<file path="config.mk">
export PLATFORM = sky130hd
export DESIGN_NAME = swhfe_mem
export DESIGN_NICKNAME = d
export VERILOG_FILES = /design/src/rtl/swhfe_mem.sv
export SDC_FILE = /design/constraint.sdc
export NUM_CORES = 2
export LEC_CHECK = 0
export ABC_AREA = 0
export BUFFER_PORTS_ARGS = -buffer_cell sky130_fd_sc_hd__buf_4
export CORE_MARGIN = 2
export CORE_UTILIZATION = 29
export CTS_CLUSTER_DIAMETER = 60
export DETAILED_ROUTE_END_ITERATION = 6
export HOLD_SLACK_MARGIN = 0.05
export PLACE_DENSITY_LB_ADDON = 0.15
export SKIP_CTS_REPAIR_TIMING = 1
export SYNTH_ARGS = -nofsm -noshare
export SYNTH_HDL_FRONTEND = slang
export SYNTH_MEMORY_MAX_BITS = 65536
export SYNTH_SLANG_ARGS = --single-unit
</file>
<file path="constraint.sdc">
create_clock -name clk_i -period 4.6 [get_ports clk_i]
set_clock_uncertainty 0.15 [all_clocks]
set_input_delay 1.38 -clock clk_i [delete_from_list [all_inputs] [get_ports clk_i]]
set_output_delay 1.38 -clock clk_i [all_outputs]
set_load 0.01 [all_outputs]
</file>
<file path="src/rtl/swhfe_mem.sv">
// Byte window memory and sync mark memory, both with registered reads.
module swhfe_mem #(
  parameter int unsigned Depth = 512,
  parameter int unsigned AW    = 9
) (
  input  logic          clk_i,
  input  logic          win_we_i,
  input  logic [AW-1:0] win_waddr_i,
  input  logic [7:0]    win_wdata_i,
  input  logic [AW-1:0] win_raddr_i,
  output logic [7:0]    win_rdata_o,
  input  logic          mark_we_i,
  input  logic [AW-1:0] mark_waddr_i,
  input  logic          mark_wbit_i,
  input  logic [AW-1:0] mark_raddr_i,
  output logic          mark_rbit_o
);

  logic [7:0] win_mem  [Depth];
  logic       mark_mem [Depth];
  logic [7:0] win_rdata_q;
  logic       mark_rbit_q;

  // Byte window
  always_ff @(posedge clk_i) begin
    if (win_we_i) win_mem[win_waddr_i] <= win_wdata_i;
    win_rdata_q <= win_mem[win_raddr_i];
  end

  // Pending sync marks, one per window slot
  always_ff @(posedge clk_i) begin
    if (mark_we_i) mark_mem[mark_waddr_i] <= mark_wbit_i;
    mark_rbit_q <= mark_mem[mark_raddr_i];
  end

  assign win_rdata_o = win_rdata_q;
  assign mark_rbit_o = mark_rbit_q;

endmodule

</file>
# [After elaboration in Yosys (flattened, before gate mapping)]
# Memories as Yosys holds them, arrays and structs flattened. A register that Yosys moved wholly into a read port is not among the register bits.
# Cells that the tools add are included.
[word_totals] regBits=0 mem_bits_rw=4608 in_bits=48 wordCells=6 memories=2
[mem_list] memory="win_mem" depth=512 width=8 rd=1 rd_ports_with_merged_regs=1 write_ports=1 line_no="19" rtl="logic [7:0] win_mem [Depth];"
[mem_list] memory="mark_mem" depth=512 width=1 rd=1 rd_ports_with_merged_regs=1 write_ports=1 line_no="20" rtl="logic mark_mem [Depth];"
[op_classes] muxes=4
[op_table] operator="$mux W1" n=4

# [Depth between registers and ports, before layout]
[depth] ltp_word=2 mapped_depth=13

# [Least setup slack after synthesis]
# No wires, ideal clock.
[synth_timing] kind="input -> register" start="input win_raddr_i[0]" end="register win_rdata_q[6] (netlist: win_rdata_o[6]) (read register of win_mem)" arrival_ns=3.424 t_required_ns=4.321 setup_slack_ns=0.898 cell_stages=8 n_path_buf=3 cell_sequence="buf_6 -> buf_12 -> buf_2 -> mux4_2 -> mux4_2 -> a211oi_1 -> nor4_1 -> nor4b_2"
[synth_rtl] item="start, declared" line_no="10" rtl="input logic [AW-1:0] win_raddr_i,"
[synth_rtl] item="end, declared" line_no="21" rtl="logic [7:0] win_rdata_q;"

==> impl_metrics.json <==
{
  "fp.coreArea_sq_mm": 0.628,
  "ios": 57,
  "xor_and_xnor_fraction_of_the_mapped_netlist_area": 0,
  "globalRouteTotalUtil": 0.170,
  "synth-main-ff-cell": "sky130_fd_sc_hd__edfxtp_1",
  "core.rowCount": 291,
  "drtIter0Drc": 9288,
  "netlist.top_cell.by_area": "sky130_fd_sc_hd__edfxtp_1",
  "finalWirelength_mm": 558,
  "cts_max_level": 6,
  "synth_largest_type_area_fraction": 0.758,
  "drive_above_1_share": 0.258,
  "globalplace.congestion": 0.801,
  "fmax_mhz": 224,
  "die-height_um": 798,
  "element_type_at_the_critical_path_start": "input port",
  "p_leak_nw": 70.4,
  "worst-setup-path-type": "input port to flop",
  "detail_route.vias_per_cell": 4.97,
  "fin_tns_setup_ns": 0,
  "timing.hold.worst_endpoint": "win_mem[402][5]",
  "postLayoutCoreUtil": 0.348,
  "clock_slew_at_the_register_clock_pins_of_the_worst_setup_and_hold_paths_ns": 0.06,
  "power.density_cell_area_mw_per_mm2": 425,
  "hold_class": "input port to flop",
  "globalRouteOverflowTotal": 0,
  "setup_violations": 0,
  "synth_cell_type_count": 74,
  "floorplan.initialDensity": 0.291,
  "layout_common_cells": "sky130_fd_sc_hd__edfxtp_1 (4608), sky130_fd_sc_hd__buf_4 (1142), sky130_fd_sc_hd__nor2_1 (1131), sky130_fd_sc_hd__mux2i_1 (844), sky130_fd_sc_hd__mux4_2 (721)",
  "ys_ff_latch": 4617,
  "buffer_ports.inserted": 56,
  "grt_antenna_before_repair": 36,
  "fp.dieArea_sq_mm": 0.636,
  "num-nets-final": 10800,
  "pin_count_of_the_biggest_net_entering_global_routing": 131,
  "layout_min_cycle_time_ns": 4.47,
  "compound_cell_area_share_of_the_yosys_netlist": 0.0425,
  "slew-limit-headroom": 0.0602,
  "met2WireLength_mm": 271,
  "cts_buffer_depth": 4,
  "synthesis.area_per_instance_sq_um": 19.2,
  "dp_slack_ns": -0.997,
  "grt_pass1_wl_mm": 779,
  "synthAdderAreaFrac": 0,
  "clock_latency_ns": 1.07,
  "dieWidth_um": 798,
  "report.final.hold_viol_count": 0,
  "synth-async-reset-ratio": 0,
  "critical_path.reg2reg.startpoint": "win_mem[335][6]",
  "end_kind": "flop",
  "synth.mux.area_fraction": 0.141,
  "clock_tree_from_tritoncts": "built",
  "worst_pin_slew_ns": 1.41,
  "clock-root-buffer": "sky130_fd_sc_hd__clkbuf_16",
  "crit_share_post_route": 0.972,
  "synth_simple_gate_area_share": 0.0361,
  "topRoutingLayerUsed": "met5",
  "hpwl_mm": 355,
  "m1WireLength_mm": 247,
  "worst-endpoint-arrival_ns": 5.32,
  "yosys_warnings": 0,
  "worst-r2r-setup-slack_ns": 1.31,
  "vias": 97100,
  "run_status": "complete, no violations",
  "timing.hold.worst_path_depth": 1,
  "post_syn_area_sq_mm": 0.183,
  "grt_pass1_vias": 99900,
  "maxSlewViolCount": 0,
  "dr_wl_met3_mm": 29.8,
  "drtPass1Iterations": 6,
  "critical_path.max_fanout": 46,
  "maximum_capacitance_violations": 0,
  "clock_sinks": 4617,
  "yosys-top-cells-area": "sky130_fd_sc_hd__edfxtp_1 (76%), sky130_fd_sc_hd__mux4_2 (8.9%), sky130_fd_sc_hd__mux2i_1 (4.6%), sky130_fd_sc_hd__nor2_1 (2.3%), sky130_fd_sc_hd__o221ai_1 (1.7%)",
  "drc": 0,
  "syn-instance-count": 9534,
  "vdd_drop_max_uv": 393,
  "fin_area_sq_mm": 0.219,
  "postLayoutSetupSlackWorst_ns": 0.127,
  "areaGrowthSynthToFinish_pct": 19.8,
  "synthesized_net_count": 9582,
  "synth_edf_count": 4608,
  "routedWlPerCell_um": 28.6,
  "cp.required_ns": 5.44,
  "dpl-instance-area_sq_mm": 0.202,
  "cts_buffers": 538,
  "rr_endpoint": "win_rdata_o[6]",
  "grt_setup_unrepaired": "no",
  "ys_seq_area_frac": 0.759,
  "number_of_routed_nets_with_antenna_violations": 0,
  "mostFrequentLayoutCell": "sky130_fd_sc_hd__edfxtp_1",
  "main_combinational_cell_family_by_area_after_synthesis": "multiplexers",
  "r2r_cells": 9,
  "min_from": "win_wdata_i[5]"
}
==> per-layer routing <==
metal,up-vias,GRT usage
li1,41600,-
met1,52200,0.236
met2,2704,0.285
met3,652,0.0269
met4,2,0.0339
met5,-,0
==> critical path: stages <==
cell and delay, ns:
sky130_fd_sc_hd__buf_8 0.14, sky130_fd_sc_hd__or2_4 0.44, sky130_fd_sc_hd__buf_12 0.26, sky130_fd_sc_hd__buf_12 0.19
sky130_fd_sc_hd__buf_4 0.32, sky130_fd_sc_hd__o221ai_1 0.22, sky130_fd_sc_hd__a21oi_1 0.10, sky130_fd_sc_hd__nor3_1 0.40
sky130_fd_sc_hd__a211oi_1 0.13, sky130_fd_sc_hd__buf_4 0.19, sky130_fd_sc_hd__nor4_1 0.93, sky130_fd_sc_hd__buf_4 0.25
sky130_fd_sc_hd__and4_1 0.17
==> cell usage after synthesis, types with 43 or more instances <==
library cell,n
sky130_fd_sc_hd__mux2i_1,844
sky130_fd_sc_hd__buf_2,91
sky130_fd_sc_hd__buf_4,61
sky130_fd_sc_hd__nor3_1,83
sky130_fd_sc_hd__buf_6,65
sky130_fd_sc_hd__nor4_1,43
sky130_fd_sc_hd__clkbuf_1,325
sky130_fd_sc_hd__o21ai_0,56
sky130_fd_sc_hd__a21oi_1,194
sky130_fd_sc_hd__o221ai_1,359
sky130_fd_sc_hd__nor2_1,1132
sky130_fd_sc_hd__o22ai_1,206
sky130_fd_sc_hd__edfxtp_1,4608
sky130_fd_sc_hd__nand2_1,200
sky130_fd_sc_hd__a211oi_1,111
sky130_fd_sc_hd__buf_1,51
sky130_fd_sc_hd__mux4_2,721
==> layout make-up <==
type                            instances  area [sq um]
Fill cell                           59100        409000
Sequential cell                      4617        139000
Multi-Input combinational cell       4257         40400
Clock buffer                          664         14200
Timing Repair Buffer                 1326         12200
Tap cell                             8350         10400
Clock inverter                        292          2880
Inverter                               12          52.6
Antenna cell                            7          17.5
==> power by group <==
group	total, mW	internal [mW]	leakage, nW	switching (mW)
clock network	41.5	23.9	8.31	17.6
registers	46.4	46.3	41.5	0.0552
logic	4.92	1.74	20.7	3.19
==> metrics by stage <==
stage	hold slack [ns]	total power [mW]	cells
6_report	0.543	92.9	19500
3_3_place_gp	1.02	52.2	18600
3_5_place_dp	1.05	52.3	18600
4_1_cts	0.444	94.0	19500
5_1_grt	0.486	95.8	19500
2_1_floorplan	0.792	49.5	9534
==> registers in the layout (all words and copies together), names as in the netlist <==
| register | flops |
|---|---|
| win_mem | 4096 |
| mark_rbit_o | 1 |
| win_rdata_o | 8 |
| mark_mem | 512 |
==> cell families (layout without fill, tap and decap cells) <==
| kind of cell | count (synthesis) | after routing |
|---|---|---|
| compound gates | 1059 | 1059 |
| buf+inv | 660 | 2294 |
| flops | 4617 | 4617 |
| mux | 1606 | 1606 |
| other cells | 0 | 7 |
| simple gates | 1592 | 1592 |
==> worst max-delay path by stage <==
stage | start | end | depth (start not counted)
6_report | win_raddr_i[1] | win_rdata_o[1] | 13
4_1_cts | win_raddr_i[1] | win_rdata_o[1] | 13
2_1_floorplan | win_raddr_i[0] | win_rdata_o[6] | 8
5_1_grt | win_raddr_i[1] | win_rdata_o[1] | 13
3_3_place_gp | win_raddr_i[1] | win_rdata_o[4] | 13
3_5_place_dp | win_raddr_i[1] | win_rdata_o[1] | 13
(Power assumes the default switching activity.)
