[config.mk]
export PLATFORM = sky130hd
export DESIGN_NAME = swhfe_cfg
export DESIGN_NICKNAME = d
export VERILOG_FILES = /design/src/rtl/swhfe_pkg.sv /design/src/rtl/swhfe_cfg.sv
export SDC_FILE = /design/constraint.sdc
export NUM_CORES = 1
export LEC_CHECK = 0
export BUFFER_PORTS_ARGS = -buffer_cell sky130_fd_sc_hd__buf_2
export CORE_MARGIN = 2
export CORE_UTILIZATION = 46
export CTS_CLUSTER_SIZE = 40
export DETAILED_ROUTE_END_ITERATION = 10
export PLACE_DENSITY = 0.69
export SLEW_MARGIN = 20
export SYNTH_ARGS = -nofsm -noshare
export SYNTH_HDL_FRONTEND = slang
export SYNTH_SLANG_ARGS = --single-unit
[constraint.sdc]
create_clock -name clk_i -period 8 [get_ports clk_i]
set_input_delay 0 -clock clk_i [delete_from_list [all_inputs] [get_ports clk_i]]
set_output_delay 0 -clock clk_i [all_outputs]
set_load 0.05 [all_outputs]
[src/rtl/swhfe_pkg.sv]
// Shared types, constants and helpers for the sync word header field extractor.
package swhfe_pkg;

  localparam int unsigned POS_W      = 31;
  localparam logic [POS_W-1:0] POS_LIMIT = 31'h7FFF_FFFF;
  localparam int unsigned NUM_FIELDS = 3;
  localparam int unsigned CFG_IDX_W  = 3;
  localparam int unsigned CFG_DATA_W = 32;
  localparam logic [31:0] SYNC_RESET = 32'hDEAD_BEEF;
  localparam logic [31:0] MASK_BYTE1 = 32'h0000_FF00;
  localparam logic [31:0] MASK_BYTE2 = 32'h00FF_0000;

  // Configuration register indexes
  typedef enum logic [CFG_IDX_W-1:0] {
    REG_SYNC_WORD  = 3'd0,
    REG_BIG_ENDIAN = 3'd1,
    REG_A_OFFSET   = 3'd2,
    REG_A_TYPE     = 3'd3,
    REG_B_OFFSET   = 3'd4,
    REG_B_TYPE     = 3'd5,
    REG_C_OFFSET   = 3'd6,
    REG_C_TYPE     = 3'd7
  } reg_idx_e;

  // Field type codes
  localparam logic [3:0] TYPE_S8  = 4'd1;
  localparam logic [3:0] TYPE_U64 = 4'd8;

  typedef struct packed {
    logic [7:0] data_byte;
    logic       stream_start;
  } in_word_t;

  typedef struct packed {
    logic [POS_W-1:0] sync_position;
    logic [1:0]       field_index;
    logic             field_valid;
    logic [63:0]      field_value;
    logic             record_last;
  } out_word_t;

  // Decoded configuration handed to the datapath
  typedef struct packed {
    logic [31:0]                     pattern;
    logic                            big;
    logic [NUM_FIELDS-1:0]           en;
    logic [NUM_FIELDS-1:0]           sgn;
    logic [NUM_FIELDS-1:0][1:0]      wlog;
    logic [NUM_FIELDS-1:0][7:0]      off;
    logic [7:0]                      span;
    logic [7:0]                      neg_earliest;
  } cfg_t;

  function automatic logic [31:0] swap32(input logic [31:0] v);
    return (v >> 24) | ((v >> 8) & MASK_BYTE1) | ((v << 8) & MASK_BYTE2) | (v << 24);
  endfunction

  function automatic logic type_en(input logic [3:0] t);
    return (t >= TYPE_S8) && (t <= TYPE_U64);
  endfunction

  // log2 of the byte width, valid for enabled codes only
  function automatic logic [1:0] type_wlog(input logic [3:0] t);
    logic [3:0] m;
    m = t - TYPE_S8;
    return m[2:1];
  endfunction

endpackage

[src/rtl/swhfe_cfg.sv]
// Configuration registers and the derived record span and earliest offset.
module swhfe_cfg #(
  parameter int unsigned FieldCount = 3
) (
  input  logic                                 clk_i,
  input  logic                                 rst_ni,
  input  logic                                 we_i,
  input  logic [swhfe_pkg::CFG_IDX_W-1:0]      idx_i,
  input  logic [swhfe_pkg::CFG_DATA_W-1:0]     data_i,
  output swhfe_pkg::cfg_t                      cfg_o
);

  logic [31:0]     sync_q;
  logic            big_q;
  logic [2:0][7:0] off_q;
  logic [2:0][3:0] typ_q;

  // Register writes
  always_ff @(posedge clk_i or negedge rst_ni) begin
    if (!rst_ni) begin
      sync_q <= swhfe_pkg::SYNC_RESET;
      big_q  <= 1'b1;
      off_q  <= '0;
      typ_q  <= '0;
    end else if (we_i) begin
      unique case (swhfe_pkg::reg_idx_e'(idx_i))
        swhfe_pkg::REG_SYNC_WORD:  sync_q   <= data_i[31:0];
        swhfe_pkg::REG_BIG_ENDIAN: big_q    <= data_i[0];
        swhfe_pkg::REG_A_OFFSET:   off_q[0] <= data_i[7:0];
        swhfe_pkg::REG_A_TYPE:     typ_q[0] <= data_i[3:0];
        swhfe_pkg::REG_B_OFFSET:   off_q[1] <= data_i[7:0];
        swhfe_pkg::REG_B_TYPE:     typ_q[1] <= data_i[3:0];
        swhfe_pkg::REG_C_OFFSET:   off_q[2] <= data_i[7:0];
        swhfe_pkg::REG_C_TYPE:     typ_q[2] <= data_i[3:0];
        default:                   sync_q   <= sync_q;
      endcase
    end
  end

  // Decode: enables, widths, record end span and earliest field start
  always_comb begin
    logic signed [9:0] fend;
    logic signed [9:0] mx;
    logic signed [8:0] mn;
    logic [3:0]        w4;
    cfg_o         = '0;
    cfg_o.pattern = big_q ? sync_q : swhfe_pkg::swap32(sync_q);
    cfg_o.big     = big_q;
    mx = 10'sd4;
    mn = 9'sd0;
    for (int i = 0; i < 3; i++) begin
      cfg_o.en[i]   = (i < FieldCount) && swhfe_pkg::type_en(typ_q[i]);
      cfg_o.sgn[i]  = typ_q[i][0];
      cfg_o.wlog[i] = swhfe_pkg::type_wlog(typ_q[i]);
      cfg_o.off[i]  = off_q[i];
      w4   = 4'b0001 << cfg_o.wlog[i];
      fend = 10'sd4 + $signed({{2{off_q[i][7]}}, off_q[i]}) + $signed({6'b0, w4});
      if (cfg_o.en[i] && (fend > mx)) mx = fend;
      if (cfg_o.en[i] && ($signed({off_q[i][7], off_q[i]}) < mn)) begin
        mn = $signed({off_q[i][7], off_q[i]});
      end
    end
    cfg_o.span         = mx[7:0];
    cfg_o.neg_earliest = 8'(-mn);
  end

endmodule

# Yosys cells after proc, flatten, opt, wreduce, memory -nomap -nowiden
# Cells that the tools add are included.
# word_totals
register_bits	69
elab_cells	68
in_bits	38
# op_classes
n_reduce_logical	18
magnitude_cmp	12
mux	7
bitwise_logic	3
n_eq_ne	7
addsub	10
shifts	3
# op_table
operator	count
$mux W32	1
$or A24 B32 Y32	1
$add A9 B5 Y10	3
$add A4 B8 Y9 const A	3
$or A16 B24 Y24	1
$gt A10 B10 Y1	2
$mux W10	2
$lt A8 B9 Y1	2
$mux W9	2
$mux W8	2
$or A8 B16 Y16	1
$reduce_and A2 Y1	8
$eq A3 B3 Y1 const B	4
$ge A4 B1 Y1 const B	3
$le A4 B4 Y1 const B	3
$shl A1 B2 Y4 const A	3
$gt A10 B4 Y1 const B	1
$logic_and A1 B1 Y1	9
$sub A3 B1 Y3 const B	3
$lt A8 B1 Y1 const B	1
$neg A8 Y8	1
$eq A3 B2 Y1 const B	2
$eq A3 B1 Y1 const B	1
$logic_not A3 Y1	1

# Logic depth before layout (Yosys ltp)
# depth
ltp_word	12
mapped_depth	31
ltp_nobuf	30

# Worst setup path after synthesis
# OpenSTA, ideal clock, no wires.
# synth_path
kind	register to output
startpoint	reg typ_q (netlist bit cfg_o[46])
endpoint	out cfg_o[10] in the netlist's numbering
path_buffers	1
path_stages_with_launch	30
arrival_time_ns	8.232
required_time_ns	8.000
slack_ns	-0.232
cell_sequence	dfrtp_1 > inv_1 > ha_1 > xor2_1 > nor2_1 > ha_1 > ha_1 > fa_1 > a21o_1 > a21oi_1 > xnor2_1 > nor4b_1 > maj3_1 > or3_1 > ha_1 > nand2_1 > or3_1 > a41o_2 > or2_4 > buf_6 > o41ai_1 > inv_1 > ha_1 > nor2b_1 > o21a_1 > o21ai_0 > a211o_1 > o21ai_0 > a21oi_1 > mux2i_1
# synth_rtl
element	line	rtl
from (decl)	swhfe_cfg.sv:16	logic [2:0][3:0] typ_q;
to (decl)	swhfe_cfg.sv:10	output swhfe_pkg::cfg_t cfg_o

==> flow_metrics.env <==
export IMPL_status="finished clean"
export IMPL_timing_final_max_slew_violations=0
export IMPL_drt_iter0_drc=242
export IMPL_worst_pin_slew_ps=841
export IMPL_grt_max_degree=70
export IMPL_ys_flop_type="dfrtp_1"
export IMPL_tritoncts="built"
export IMPL_fillers=1079
export IMPL_portBuffers=122
export IMPL_route_detailed_drc=0
export IMPL_min_period_ps=7520
export IMPL_drt_wl_total_um=15600
export IMPL_cpMostUsedCell="ha_1"
export IMPL_dieWidth_um=117
export IMPL_clk_pin_slew_ps=50
export IMPL_place_congestion=0.963
export IMPL_ys_seq_area_share_pct=29.9
export IMPL_hold_viol_final=0
export IMPL_r2r_end="big_q"
export IMPL_critPathKind="flip-flop to primary output"
export IMPL_clk_latency_ps=330
export IMPL_reg2reg_depth=1
export IMPL_avgSynthCellArea_um2=10.0
export IMPL_highest_layer="met4"
export IMPL_cp_required_ps=8000
export IMPL_wl_met1_um=6680
export IMPL_start_util_pct=46.9
export IMPL_syn_nets=693
export IMPL_htreeDepth=3
export IMPL_dr_pass1_iters=5
export IMPL_cts_root_buf="clkbuf_16"
export IMPL_grt_pass1_vias=4950
export IMPL_finClkSkew_ps=0
export IMPL_slew_headroom_pct=43.9
export IMPL_vias=5045
export IMPL_antenna_found_initial=0
export IMPL_cp_slowest_stage_delay_ps=410
export IMPL_area_growth_pct=23.3
export IMPL_overflow=0
export IMPL_crit_slowest_cell="fa_1"
export IMPL_diodes=0
export IMPL_r2r_setup_slack_ps=6650
export IMPL_drive_gt1_share_pct=39.7
export IMPL_min_from="data_i[3]"
export IMPL_finalNetCount=841
export IMPL_ys_warn_count=0
export IMPL_final_common_cell="buf_2"
export IMPL_crit_path_end="cfg_o[9]"
export IMPL_end_kind="primary output"
export IMPL_synthArstFlopShare_pct=100
export IMPL_reg2reg_from="big_q"
export IMPL_drv_cap=0
export IMPL_tns_ps=0
export IMPL_grt_use_total_pct=23.0
export IMPL_route_met3_wl_um=894
export IMPL_numCtsBuffers=9
export IMPL_synth_edf_count=0
export IMPL_cp_start_kind="flip-flop"
export IMPL_num_rows=41
export IMPL_clock_path_buffers=2
export IMPL_final_cell_mix="122 x buf_2, 102 x mux2_2, 65 x ha_1"
export IMPL_chipHeight_um=117
export IMPL_ys_ff_latch=69
export IMPL_cts_sinks=69
export IMPL_route_met2_wl_um=7640
export IMPL_dp_hpwl_um=12000
export IMPL_vias_per_cell=5.53
export IMPL_syn_cell_area_um2=5870
export IMPL_rsz0062_at_grt="no"
export IMPL_crit_fanout=11
export IMPL_ant_nets=0
export IMPL_period_share_pct=94.0
export IMPL_worst_endpoint_arrival_ps=7520
export IMPL_io_pins=123
export IMPL_setup_violations=0
export IMPL_syn_instance_count=587
export IMPL_yosysUniqueCellTypes=60
export IMPL_core_area_um2=12500
export IMPL_wire_per_inst_um=17.1
export IMPL_die_area_um2=13700
export IMPL_max_clock_freq_mhz=133
export IMPL_worstSetupStartpoint="cfg_o[46]"
export IMPL_grt_pass1_wl_um=24400
export IMPL_hold_path_class="primary input to flip-flop"
-- metrics by stage --
stage	util [%]	setup WS [ps]	cells	instance area (um2)	hold slack (ps)
4_1_cts	57.7	203	912	7230	4.39
2_1_floorplan	-	177	587	5900	-296
6_report	57.8	482	912	7240	8.58
5_1_grt	57.8	45.7	912	7240	29.5
3_5_place_dp	53.3	579	867	6680	237
3_3_place_gp	53.3	813	867	6680	225
-- how the worst min path moves through the flow --
stage / depth (start not counted) / end / slack, ps
2_1_floorplan: 0 / cfg_o[16] / -300
3_3_place_gp: 2 / sync_q[20] / 230
3_5_place_dp: 2 / sync_q[20] / 240
4_1_cts: 3 / cfg_o[27] / 4
5_1_grt: 3 / cfg_o[27] / 30
6_report: 3 / cfg_o[27] / 9
-- kinds of logic (layout without fill, tap and decap cells) --
group | Yosys count | after routing | synth area share, %
simple gates | 139 | 139 | 12.5
mux | 113 | 113 | 21.4
compound gates | 104 | 104 | 12.5
fa+ha+maj | 69 | 69 | 15.0
flops | 69 | 69 | 29.9
buf+inv | 66 | 219 | 4.69
xor+xnor | 26 | 26 | 3.88
other cells | 1 | 1 | 0.0639
-- sequential cells by signal, indices dropped and copies added (netlist names) --
register and count:
cfg_o 27, typ_q 9, big_q 1, sync_q 32
-- metal layers --
layer | up-vias | GRT usage, %
met4 | 0 | 8.55
met2 | 167 | 39.2
met1 | 2430 | 29.0
li1 | 2419 | -
met3 | 29 | 4.58
met5 | - | 0
-- cells in the mapped netlist (3+ instances only) --
| cell | instances | area, um2 |
|---|---|---|
| mux2_2 | 102 | 1150 |
| ha_1 | 65 | 813 |
| inv_1 | 45 | 169 |
| dfrtp_1 | 44 | 1100 |
| nand2_1 | 35 | 131 |
| o21ai_0 | 34 | 170 |
| nor2_1 | 29 | 109 |
| dfstp_2 | 25 | 657 |
| xor2_1 | 15 | 131 |
| a21oi_1 | 14 | 70.1 |
| clkbuf_1 | 14 | 52.6 |
| mux2i_1 | 11 | 110 |
| xnor2_1 | 11 | 96.3 |
| a21o_1 | 10 | 75.1 |
| nor2b_1 | 10 | 62.6 |
| nor3_1 | 9 | 45.0 |
| and3_1 | 7 | 43.8 |
| nand2b_1 | 7 | 43.8 |
| or3_1 | 6 | 37.5 |
| and2_1 | 5 | 31.3 |
| buf_4 | 5 | 37.5 |
| nand3_1 | 5 | 25.0 |
| o211ai_1 | 5 | 37.5 |
| o21a_1 | 5 | 37.5 |
| a211o_1 | 4 | 35.0 |
| nand4_1 | 4 | 25.0 |
| nand4b_1 | 4 | 35.0 |
| nor4_1 | 4 | 25.0 |
| o31a_1 | 4 | 35.0 |
| or2_2 | 4 | 25.0 |
| a2111oi_0 | 3 | 26.3 |
| a31oi_1 | 3 | 18.8 |
| fa_1 | 3 | 60.1 |
| nor3b_1 | 3 | 22.5 |
-- area by class of cell --
type                    instances  area [um2]  share of cell area (%)
well taps                     172         215                    2.97
flip-flops and latches         69        1760                    24.3
repair buffers                158         953                    13.2
clock buffers                  11         233                    3.21
multi-input cells             452        3880                    53.6
clock inverters                 5        27.5                   0.380
inverters                      45         169                    2.33
-- critical path: cells and delay by family (launching register included) --
kind | cells | cell delay, ps
compound gates | 9 | 1790
simple gates | 7 | 1490
flops | 1 | 380
fa+ha+maj | 7 | 2170
buf+inv | 4 | 590
mux | 1 | 350
xor+xnor | 2 | 410
-- what timing repair did --
item | 4_1_cts | 5_1_grt
resized for setup | 0 | 3
endpoints found under the hold margin | 84 | 0
buffers inserted | 0 | 0
endpoints found under the setup margin | 0 | 8
hold buffers | 29 | 0
Power is not shown: default switching activity piles up to over one toggle a cycle in this logic, so the estimate is an artifact.
